## config.mk

```make
export PLATFORM = sky130hd
export DESIGN_NAME = rbsi_merge
export DESIGN_NICKNAME = d
export VERILOG_FILES = /design/src/hdl/rbsi_pkg.sv /design/src/hdl/rbsi_merge.sv
export SDC_FILE = /design/constraint.sdc
export NUM_CORES = 1
export LEC_CHECK = 0
export BUFFER_PORTS_ARGS = -buffer_cell sky130_fd_sc_hd__buf_4
export CAP_MARGIN = 20
export CORE_MARGIN = 3
export CORE_UTILIZATION = 55
export DETAILED_ROUTE_END_ITERATION = 6
export PLACE_DENSITY = 0.82
export SLEW_MARGIN = 10
export SYNTH_ARGS = -nofsm -noshare
export SYNTH_HDL_FRONTEND = slang
export SYNTH_SLANG_ARGS = --single-unit
```

## constraint.sdc

```tcl
create_clock -name i_clk -period 16.9 [get_ports i_clk]
set_input_delay 3.38 -clock i_clk [delete_from_list [all_inputs] [get_ports i_clk]]
set_output_delay 3.38 -clock i_clk [all_outputs]
set_load 0.01 [all_outputs]
```

## src/hdl/rbsi_pkg.sv

```systemverilog
// shared constants, types and register codes for the ray box slab intersect block
package rbsi_pkg;

    // number format
    localparam int COORD_WIDTH = 32;
    localparam int FRAC_BITS   = 16;
    localparam int EXT_WIDTH   = COORD_WIDTH - 1;
    localparam int QUO_WIDTH   = COORD_WIDTH + FRAC_BITS;

    // pipeline layout: capture, one stage per quotient bit, merge, product, output
    localparam int DIV_STAGES  = QUO_WIDTH;
    localparam int MERGE_STAGE = DIV_STAGES + 1;
    localparam int PROD_STAGE  = DIV_STAGES + 2;
    localparam int OUT_STAGE   = DIV_STAGES + 3;
    localparam int NUM_STAGES  = OUT_STAGE + 1;

    localparam int NUM_AXES      = 3;
    localparam int AXIS_WIDTH    = 2;
    localparam int CFG_IDX_WIDTH = 2;

    typedef logic signed [COORD_WIDTH-1:0] t_coord;
    typedef logic signed [COORD_WIDTH:0]   t_wide;
    typedef logic [EXT_WIDTH-1:0]          t_ext;
    typedef logic [AXIS_WIDTH-1:0]         t_axis;
    typedef logic [CFG_IDX_WIDTH-1:0]      t_cfg_idx;

    // register indexes
    localparam t_cfg_idx CFG_HALF_X = 2'd0;
    localparam t_cfg_idx CFG_HALF_Y = 2'd1;
    localparam t_cfg_idx CFG_HALF_Z = 2'd2;

    // face axis codes
    localparam t_axis AXIS_X = 2'd0;
    localparam t_axis AXIS_Y = 2'd1;
    localparam t_axis AXIS_Z = 2'd2;

    // one unit in fixed point
    localparam t_ext EXT_RESET = t_ext'(1) << FRAC_BITS;

    typedef struct packed {
        t_coord [NUM_AXES-1:0] origin;
        t_coord [NUM_AXES-1:0] direction;
        t_ext                  max_fraction;
    } t_ray;

    typedef struct packed {
        logic  parallel;
        logic  outside;
        t_wide near_t;
        t_wide far_t;
        logic  near_neg;
    } t_lane_res;

    typedef struct packed {
        logic  hit;
        t_ext  fraction;
        t_axis axis;
        logic  negative;
    } t_merge_res;

endpackage

```

## src/hdl/rbsi_merge.sv

```systemverilog
// merges the three lanes into entry parameter, face and hit decision
module rbsi_merge (
    input  logic                 i_clk,
    input  logic                 i_en,
    input  rbsi_pkg::t_lane_res  i_lanes [rbsi_pkg::NUM_AXES],
    input  rbsi_pkg::t_ext       i_max_fraction,
    output rbsi_pkg::t_merge_res o_res
);
    localparam int CW = rbsi_pkg::COORD_WIDTH;
    localparam rbsi_pkg::t_wide T_LOW  = {2'b10, {(CW-1){1'b1}}};
    localparam rbsi_pkg::t_wide T_HIGH = {2'b01, {(CW-1){1'b0}}};

    rbsi_pkg::t_wide tmin;
    rbsi_pkg::t_wide tmax;
    rbsi_pkg::t_wide maxf;
    rbsi_pkg::t_axis axis;
    logic            neg;
    logic            miss;
    rbsi_pkg::t_merge_res n_res;
    rbsi_pkg::t_merge_res r_res;

    // axes in order x, y, z with early miss
    always_comb begin
        tmin = T_LOW;
        tmax = T_HIGH;
        maxf = $signed({2'b00, i_max_fraction});
        axis = rbsi_pkg::AXIS_X;
        neg  = 1'b0;
        miss = 1'b0;
        for (int i = 0; i < rbsi_pkg::NUM_AXES; i++) begin
            if (!miss) begin
                if (i_lanes[i].parallel) begin
                    if (i_lanes[i].outside) begin
                        miss = 1'b1;
                    end
                end else begin
                    if (i_lanes[i].near_t > tmin) begin
                        tmin = i_lanes[i].near_t;
                        axis = rbsi_pkg::t_axis'(i);
                        neg  = i_lanes[i].near_neg;
                    end
                    if (i_lanes[i].far_t < tmax) begin
                        tmax = i_lanes[i].far_t;
                    end
                    if (tmin > maxf || tmin > tmax) begin
                        miss = 1'b1;
                    end
                end
            end
        end
        if (tmin < 0 || tmin > maxf) begin
            miss = 1'b1;
        end
        n_res.hit      = ~miss;
        n_res.fraction = miss ? '0 : tmin[rbsi_pkg::EXT_WIDTH-1:0];
        n_res.axis     = miss ? rbsi_pkg::AXIS_X : axis;
        n_res.negative = ~miss & neg;
    end

    always_ff @(posedge i_clk) begin
        if (i_en) begin
            r_res <= n_res;
        end
    end

    assign o_res = r_res;
endmodule

```

==> results by group <==
Global routing
  – Vias in the first global route: about 14000
  – GRT Util Overall: 35.20%
  – First-pass GRT wire length: 72320 um
  – Largest net degree at the start of global routing: just over 90
  – Antenna violations before repair: 1
  – GRT overflow: 0

Routing
  – First-pass DRT Iterations: 5
  – Routed len/inst: 21.29 um
  – Drt initial violations: between 1500 and 2000
  – DR vias: 14380
  – Detailed-route wire length: 48080 um
  – Vias per cell: approximately 6.4
  – Drc violations: 0
  – Antenna-violating nets left: 0

Timing
  – Final setup TNS: 0 ns
  – Tcrit/Tclk final: between 80% and 90%
  – Final Setup Violations: 0
  – Relative slew slack: a little under a quarter
  – Slew Limit Fails: 0
  – Worst-margin pin slew: around 1.2 ns
  – Final worst path period need: about 15 ns
  – Fmax: ~0.066 GHz
  – Setup WS post-layout: between 1.5 and 2 ns
  – Fin. Hold Viols: 0
  – RSZ-0062 raised after global routing: no

Cells and area
  – Commonest cells after routing, fill and taps aside: ha_1, buf_4, a21oi_1, nor2_1, inv_1
  – Commonest non-fill, non-tap cell in the layout: ha_1
  – Fraction of layout cells with a size suffix above 1: 18.41%
  – Area growth, synth to finish: 19.00%
  – Final net count: roughly 2500
  – Max reg flops: 35
  – Diode count: 0

Critical path
  – Crit end category: register
  – Critical path peak fanout: 34
  – Max incr delay on CP: around 0.85 ns
  – Critical Path Source Type: input port
  – CP max-delay cell: nor4_1
  – Crit path from: i_lanes[203]
  – Worst EP required: approximately 17 ns
  – CP arrival: between 15 and 20 ns
  – Worst path most repeated cell: buf_4
  – Crit Path Class: in -> reg

Floorplanning
  – Initial Utilization: a little under three fifths
  – I/O Pins: 275
  – Die Y: between 150 and 200 um
  – Die area: 0.02581 mm2
  – Total core area: ~0.023 mm2
  – Die width: about 160 um
  – FP Rows: 55

Clock network
  – Hold_buf cts: 0
  – Clock Sinks: 35
  – Root buffer cell: clkbuf_16
  – CTS clk-pin slew, worst paths: approximately 0.05 ns
  – Post-CTS sizing: 0
  – CTS tree: yes
  – CTS buffer count: 5
  – Post-CTS setup buffer count: 0
  – CTS Buffer Depth: 2
  – H-Tree Depth: 2

Synth
  – Mapped cell area: approximately 0.013 mm2
  – Synth Area per Inst: around 7.7 um2
  – Number of synthesized flops with an enable pin: 35
  – Seq/Total Area, Yosys: under 10%
  – Post-Syn Instances: ~1700
  – Synthesized Nets: between 2000 and 2500
  – Synth cell types: 73
  – Yosys reg bits: 35
  – Yosys Warn Count: 0
  – Most common flop cell mapped by yosys: edfxtp_1
  – Post-synth ARST share: 0%

Worst hold path
  – Type of the most critical hold path: in -> reg
  – Hold_sp: i_lanes[34]

Place
  – Number of buffers added on ports: ~270
  – Setup WS pre-CTS: between 1.5 and 2 ns
  – DP Wirelength: 42100 um
  – GPL Wtd Cong: 1.021

Pwr
  – Power per cell area: between 50 and 60 mW/mm2
  – Worst vdd ir: roughly 0.058 mV
  – Static Leak: 7.847 nW

Flow run
  – Max cap viols: 0

Status
  – Status: finished, final reports clean
==> where the power goes <==
group / switching, W / leakage [nW] / internal [W]
combinational: 0.000406 / 7.45 / 0.000291
clock: 0.0000312 / 0.0669 / 0.0000542
sequential: 0.00000145 / 0.332 / 0.000101
==> cells in the mapped netlist, drive strengths merged (4+ instances only) <==
library cell	count	area (um2)
o31ai	6	45.04
ha	354	4429
nand2	123	461.7
or4	5	41.29
inv	153	574.3
buf	16	96.34
and4	5	43.79
a31oi	6	37.54
nand2b	37	231.5
o21a	12	90.09
clkbuf	36	135.1
nor2b	49	306.5
and3	6	37.54
nor4	13	81.33
or2	8	50.05
o22ai	4	25.02
a311oi	5	50.04
nand4	66	419.2
nor3	47	235.2
o221ai	6	58.80
a2111oi	6	52.55
a21o	40	300.3
mux2	67	863.3
o21ai	105	525.5
nand3	25	125.1
edfxtp	35	1051
o211ai	10	75.07
a211oi	23	172.7
mux2i	67	683.2
nor2	154	578.1
o21bai	4	30.03
a21oi	167	847.1
==> kinds of logic after synthesis <==
kind of cell             after synthesis  synth area share [%]
flip-flops                            35                 7.989
buffers and inverters                205                 6.125
multiplexers                         134                 11.75
adder cells (fa/ha/maj)              354                 33.67
AND/OR/NAND/NOR                      550                 20.78
AO/OA/AOI/OAI                        425                 19.69
==> metrics by stage <==
step,instance area (um2),utilization (%),cells,hold WS [ns],total power (W)
floorplan,13160,-,1703,3.493,0.0005530
global placement,15500,67.23,2249,3.773,0.0007509
detailed placement,15500,67.23,2249,3.774,0.0007762
CTS,15640,67.85,2257,3.486,0.0008644
global route,15660,67.91,2258,3.520,0.0009565
finish,15660,67.91,2258,3.497,0.0008845
==> per-layer routing <==
metal	part of all wire [%]	routed length (um)	track usage, %	vias to the layer above
li1	-	-	-	6804
met4	4.8	2296	15.58	2
met1	42	20270	48.01	6570
met3	11	5143	5.262	136
met2	42	20360	55.01	866
met5	0.017	8	0	-
==> area by class of cell <==
cell class                 instances  area (um2)
clock inverter                     2       12.51
inverter                         153       574.3
clock buffer                       6       128.9
sequential                        35        1051
tap                              313       391.6
multi-input combinational       1463       11340
timing repair buffer             286        2155
fill                            1977        7397
==> path summary, 6_finish.rpt <==
| kind | slack (ns) | cells after the start | endpoint |
|---|---|---|---|
| max | 1.73 | 44 | o_res[0] |
| min | 3.50 | 3 | o_res[3] |
==> critical path, delay by kind of cell <==
kind                       cells  cell delay [ns]
and+or+nand+nor               19             5.21
AOI/OAI and AO/OA             13             2.96
buffers and inverters          5             1.58
adders and majority gates      4             1.36
muxes                          3             0.77
No activity file was read; power rests on OpenSTA's default activity.
