[src/hdl/rbsi_pkg.sv]
// shared constants, types and register codes for the ray box slab intersect block
package rbsi_pkg;

    // number format
    localparam int COORD_WIDTH = 32;
    localparam int FRAC_BITS   = 16;
    localparam int EXT_WIDTH   = COORD_WIDTH - 1;
    localparam int QUO_WIDTH   = COORD_WIDTH + FRAC_BITS;

    // pipeline layout: capture, one stage per quotient bit, merge, product, output
    localparam int DIV_STAGES  = QUO_WIDTH;
    localparam int MERGE_STAGE = DIV_STAGES + 1;
    localparam int PROD_STAGE  = DIV_STAGES + 2;
    localparam int OUT_STAGE   = DIV_STAGES + 3;
    localparam int NUM_STAGES  = OUT_STAGE + 1;

    localparam int NUM_AXES      = 3;
    localparam int AXIS_WIDTH    = 2;
    localparam int CFG_IDX_WIDTH = 2;

    typedef logic signed [COORD_WIDTH-1:0] t_coord;
    typedef logic signed [COORD_WIDTH:0]   t_wide;
    typedef logic [EXT_WIDTH-1:0]          t_ext;
    typedef logic [AXIS_WIDTH-1:0]         t_axis;
    typedef logic [CFG_IDX_WIDTH-1:0]      t_cfg_idx;

    // register indexes
    localparam t_cfg_idx CFG_HALF_X = 2'd0;
    localparam t_cfg_idx CFG_HALF_Y = 2'd1;
    localparam t_cfg_idx CFG_HALF_Z = 2'd2;

    // face axis codes
    localparam t_axis AXIS_X = 2'd0;
    localparam t_axis AXIS_Y = 2'd1;
    localparam t_axis AXIS_Z = 2'd2;

    // one unit in fixed point
    localparam t_ext EXT_RESET = t_ext'(1) << FRAC_BITS;

    typedef struct packed {
        t_coord [NUM_AXES-1:0] origin;
        t_coord [NUM_AXES-1:0] direction;
        t_ext                  max_fraction;
    } t_ray;

    typedef struct packed {
        logic  parallel;
        logic  outside;
        t_wide near_t;
        t_wide far_t;
        logic  near_neg;
    } t_lane_res;

    typedef struct packed {
        logic  hit;
        t_ext  fraction;
        t_axis axis;
        logic  negative;
    } t_merge_res;

endpackage

[src/hdl/rbsi_point.sv]
// hit point on one axis: product stage then truncate, add and saturate
module rbsi_point (
    input  logic             i_clk,
    input  logic             i_en_prod,
    input  logic             i_en_out,
    input  logic             i_hit,
    input  rbsi_pkg::t_ext   i_fraction,
    input  rbsi_pkg::t_coord i_dir,
    input  rbsi_pkg::t_coord i_origin,
    output rbsi_pkg::t_coord o_point
);
    localparam int CW = rbsi_pkg::COORD_WIDTH;
    localparam int PW = 2 * CW;
    localparam int SW = PW + 1;
    localparam logic signed [SW-1:0] SUM_MAX = {{(SW-CW+1){1'b0}}, {(CW-1){1'b1}}};
    localparam logic signed [SW-1:0] SUM_MIN = {{(SW-CW+1){1'b1}}, {(CW-1){1'b0}}};

    logic signed [PW-1:0] r_prod;
    logic                 r_hit;
    rbsi_pkg::t_coord     r_origin;
    rbsi_pkg::t_coord     r_point;

    logic signed [PW-1:0] shifted;
    logic                 corr;
    logic signed [SW-1:0] sum;
    rbsi_pkg::t_coord     n_point;

    // fraction times direction
    always_ff @(posedge i_clk) begin
        if (i_en_prod) begin
            r_prod   <= $signed({1'b0, i_fraction}) * i_dir;
            r_hit    <= i_hit;
            r_origin <= i_origin;
        end
    end

    // truncate toward zero via floor plus carry, then saturate
    always_comb begin
        shifted = r_prod >>> rbsi_pkg::FRAC_BITS;
        corr    = r_prod[PW-1] & (|r_prod[rbsi_pkg::FRAC_BITS-1:0]);
        sum     = $signed({shifted[PW-1], shifted})
                + $signed({{(SW-CW){r_origin[CW-1]}}, r_origin})
                + $signed({{(SW-1){1'b0}}, corr});
        if (!r_hit) begin
            n_point = '0;
        end else if (sum > SUM_MAX) begin
            n_point = SUM_MAX[CW-1:0];
        end else if (sum < SUM_MIN) begin
            n_point = SUM_MIN[CW-1:0];
        end else begin
            n_point = sum[CW-1:0];
        end
    end

    always_ff @(posedge i_clk) begin
        if (i_en_out) begin
            r_point <= n_point;
        end
    end

    assign o_point = r_point;
endmodule

[config.mk]
export PLATFORM = sky130hd
export DESIGN_NAME = rbsi_point
export DESIGN_NICKNAME = d
export VERILOG_FILES = /design/src/hdl/rbsi_pkg.sv /design/src/hdl/rbsi_point.sv
export SDC_FILE = /design/constraint.sdc
export NUM_CORES = 2
export LEC_CHECK = 0
export BUFFER_PORTS_ARGS = -buffer_cell sky130_fd_sc_hd__buf_2
export CAP_MARGIN = 10
export CORE_UTILIZATION = 40
export CTS_CLUSTER_SIZE = 28
export DETAILED_ROUTE_END_ITERATION = 7
export GPL_TIMING_DRIVEN = 0
export PLACE_DENSITY = 0.61
export SETUP_SLACK_MARGIN = 0.02
export SKIP_CTS_REPAIR_TIMING = 1
export SLEW_MARGIN = 20
export SYNTH_ARGS = -nofsm -noshare
export SYNTH_HDL_FRONTEND = slang
export SYNTH_SLANG_ARGS = --single-unit
[constraint.sdc]
create_clock -name i_clk -period 13 [get_ports i_clk]
set_clock_uncertainty 0.2 [all_clocks]
set_input_delay 3.9 -clock i_clk [delete_from_list [all_inputs] [get_ports i_clk]]
set_output_delay 3.9 -clock i_clk [all_outputs]
set_load 0.03 [all_outputs]
==> impl_metrics.yaml <==
clocking:
  clock_sinks: 129
  cts_buffers: 17
  root_buffer: "clkbuf_16"
  ctsLongestPathBuffers: 2
  cts.clk_slew.worst_paths_ns: 0.06
  htree_levels: 4
  clk_latency_ns: 0.44
  cts_tree: "built"
grt:
  grt_pass1_wl_um: 211000
  grt.overflow.total: 0
  grt_usage_pct: 28.4
  antenna_found_initial: 17
  grt_max_degree: 64
  grt_pass1_vias: 32100
die:
  io_pins: 131
  die_h_um: 320
  initial_core_util_pct: 40.3
  chipWidth_um: 320
  row_count: 116
  coreArea_sq_mm: 0.100
  fp.dieArea_sq_mm: 0.102
worst_setup_path:
  endpoint: "r_prod[61]"
  path_buf_inv: 5
  required_ns: 12.97
  r2r_end: "o_point[9]"
  startpoint_type: "primary input"
  crit_path_max_incr_delay_ns: 0.84
  ff2ff_setup_slack_ns: 7.77
  startpoint: "i_fraction[15]"
  path_class: "primary input to flip-flop"
  cp_slowest_cell: "clkbuf_1"
  cp.arrival_ns: 12.68
  critPathTopFamily: "adder cells"
  crit_cells: 25
  end_kind: "flip-flop"
  critPathMaxFanout: 10
  cpMostUsedCell: "fa_1"
  rr_worst_depth: 19
  reg2reg_from: "r_prod[1]"
finish:
  seq_area_sq_mm: 0.00387
  fin_util_pct: 43.3
  fin_cells: 5776
  drive_above_1_share_pct: 4.63
  multi_input_area_sq_mm: 0.0322
  nets: 5773
  area_growth_pct: 7.21
  fillCellCount: 9979
placement:
  placedCellCount: 5740
  gp_congestion: 1.02
  place_hpwl_um: 119000
  numPortBuffers: 130
routing:
  routed_wl_um: 143000
  avgViaCountPerCell: 5.35
  route.antenna.remaining_nets: 0
  wl_per_cell_um: 24.7
  first_iter_violations: 2620
  drc: 0
  dr.pass1.iters: 5
  vias: 30900
sta:
  drv_slew: 0
  fmax_ghz: 0.0787
  relSlewSlack_pct: 23.1
  timing_hold_violations_final: 0
  rsz0062_at_grt: "no"
  layout_min_cycle_time_ns: 12.71
  fin_crit_sh_pct: 97.8
  max_slew.worst_pin.slew_ns: 1.15
  tns_ns: 0
  setup_viol: 0
synthesis:
  synth_fa_ha_area_share_pct: 53.7
  yosys_warnings: 0
  synth-edff-count: 129
  syn_nets: 5623
  synth_compound_area_share_pct: 6.67
  ys_ff_latch: 129
  synth_cell_types: 78
  synth_flop_cell: "edfxtp_1"
  netlist_instances: 4311
  syn_area_sq_mm: 0.0404
  synth-async-reset-ratio_pct: 0
  synth_mux_area_share_pct: 0.127
  synth-simple-area-share_pct: 17.1
  synth_xor_area_share_pct: 2.06
  synth.avg_cell_area_sq_um: 9.37
  synth_top_family_by_area: "adder cells"
  ys_seq_area_share_pct: 9.59
worst_hold_path:
  hold_depth: 1
  holdCritPathClass: "flip-flop to flip-flop"
job:
  cap_violations: 0
run_status:
  status: "finished clean"
==> metal layers <==
metal  vias to the layer above  global-route usage, %  wire length (um)
li1                      13400                      -                 -
met1                     15600                   38.1             58000
met2                      1606                   43.4             61900
met3                       322                   7.18             15600
met4                         2                   12.5              7080
met5                         -                      0                13
==> synthesized netlist by cell type (24+ instances only) <==
library cell	count	share of area (%)
edfxtp_1	129	9.6
xnor2_1	68	1.5
inv_1	908	8.4
clkbuf_1	221	2.1
nand4_1	34	0.53
nand2_1	428	4.0
xor2_1	27	0.59
o21ai_0	60	0.74
o21ai_1	31	0.38
ha_1	344	11
and2_1	630	9.8
nand2b_1	24	0.37
a21o_1	60	1.1
a21oi_1	133	1.6
fa_1	869	43
nor2_1	75	0.70
==> how the worst min path moves through the flow <==
| stage | from | endpoint | slack (ns) |
|---|---|---|---|
| global route | r_hit | o_point[31] | 0.54 |
| global placement | r_hit | o_point[31] | 0.47 |
| floorplan | r_hit | o_point[31] | 0.39 |
| CTS | r_hit | o_point[31] | 0.48 |
| finish | r_hit | o_point[31] | 0.47 |
| detailed placement | r_hit | o_point[31] | 0.46 |
==> cell type report <==
cell class	count	area share (%)
diodes	5	0.0289
plain buffers	236	2.16
clock buffers	18	0.991
clock inverters	13	0.370
inverters	908	7.87
multi-input cells	3038	74.3
flip-flops and latches	129	8.94
well taps	1298	3.75
repair buffers	131	1.58
==> sequential cells by signal, summed over array words and instances, names as in the netlist <==
signal	flops
r_origin	32
r_prod	64
r_hit	1
o_point	32
==> per-stage QoR <==
step | area [sq um] | worst slack [ns] | hold WS (ns)
3_3_place_gp | 42700 | -0.210 | 0.466
6_report | 43300 | 0.290 | 0.472
3_5_place_dp | 42700 | -0.219 | 0.458
5_1_grt | 43300 | 0.0204 | 0.536
4_1_cts | 43300 | 0.243 | 0.485
2_1_floorplan | 40400 | 1.55 | 0.393
==> cell usage in the layout, fill, tap and decap left out, types with 8 or more instances in the layout <==
| master | synthesis | routed |
|---|---|---|
| o21a_1 | 14 | 14 |
| a31oi_1 | 9 | 9 |
| buf_2 | 6 | 135 |
| xnor2_1 | 68 | 68 |
| or3_1 | 9 | 9 |
| o211ai_1 | 9 | 9 |
| nand2b_1 | 24 | 24 |
| o21ai_2 | 12 | 12 |
| clkbuf_1 | 221 | 218 |
| ha_1 | 344 | 344 |
| nor3_1 | 20 | 20 |
| o21ai_1 | 31 | 31 |
| nand2_1 | 428 | 428 |
| nor2_1 | 75 | 75 |
| edfxtp_1 | 129 | 129 |
| nand3_1 | 23 | 23 |
| o21ai_0 | 60 | 60 |
| clkbuf_16 | 0 | 17 |
| nand4_1 | 34 | 34 |
| a21oi_1 | 133 | 133 |
| inv_1 | 908 | 908 |
| a211oi_1 | 8 | 8 |
| o21bai_1 | 22 | 22 |
| fa_1 | 869 | 869 |
| xor2_1 | 27 | 27 |
| and2_1 | 630 | 630 |
| nor2b_1 | 23 | 23 |
| a21o_1 | 60 | 60 |
==> cell families (layout without fill, tap and decap cells) <==
| family | after synthesis | after routing |
|---|---|---|
| buffers and inverters | 1144 | 1306 |
| DFF | 129 | 129 |
| and+or+nand+nor | 1305 | 1305 |
| adders and majority gates | 1213 | 1213 |
| muxes | 5 | 5 |
| other | 0 | 5 |
| AOI/OAI and AO/OA | 420 | 420 |
| xor gates and xnor gates | 95 | 95 |
Power is not shown: default switching activity piles up to over one toggle a cycle in this logic, so the estimate is an artifact.
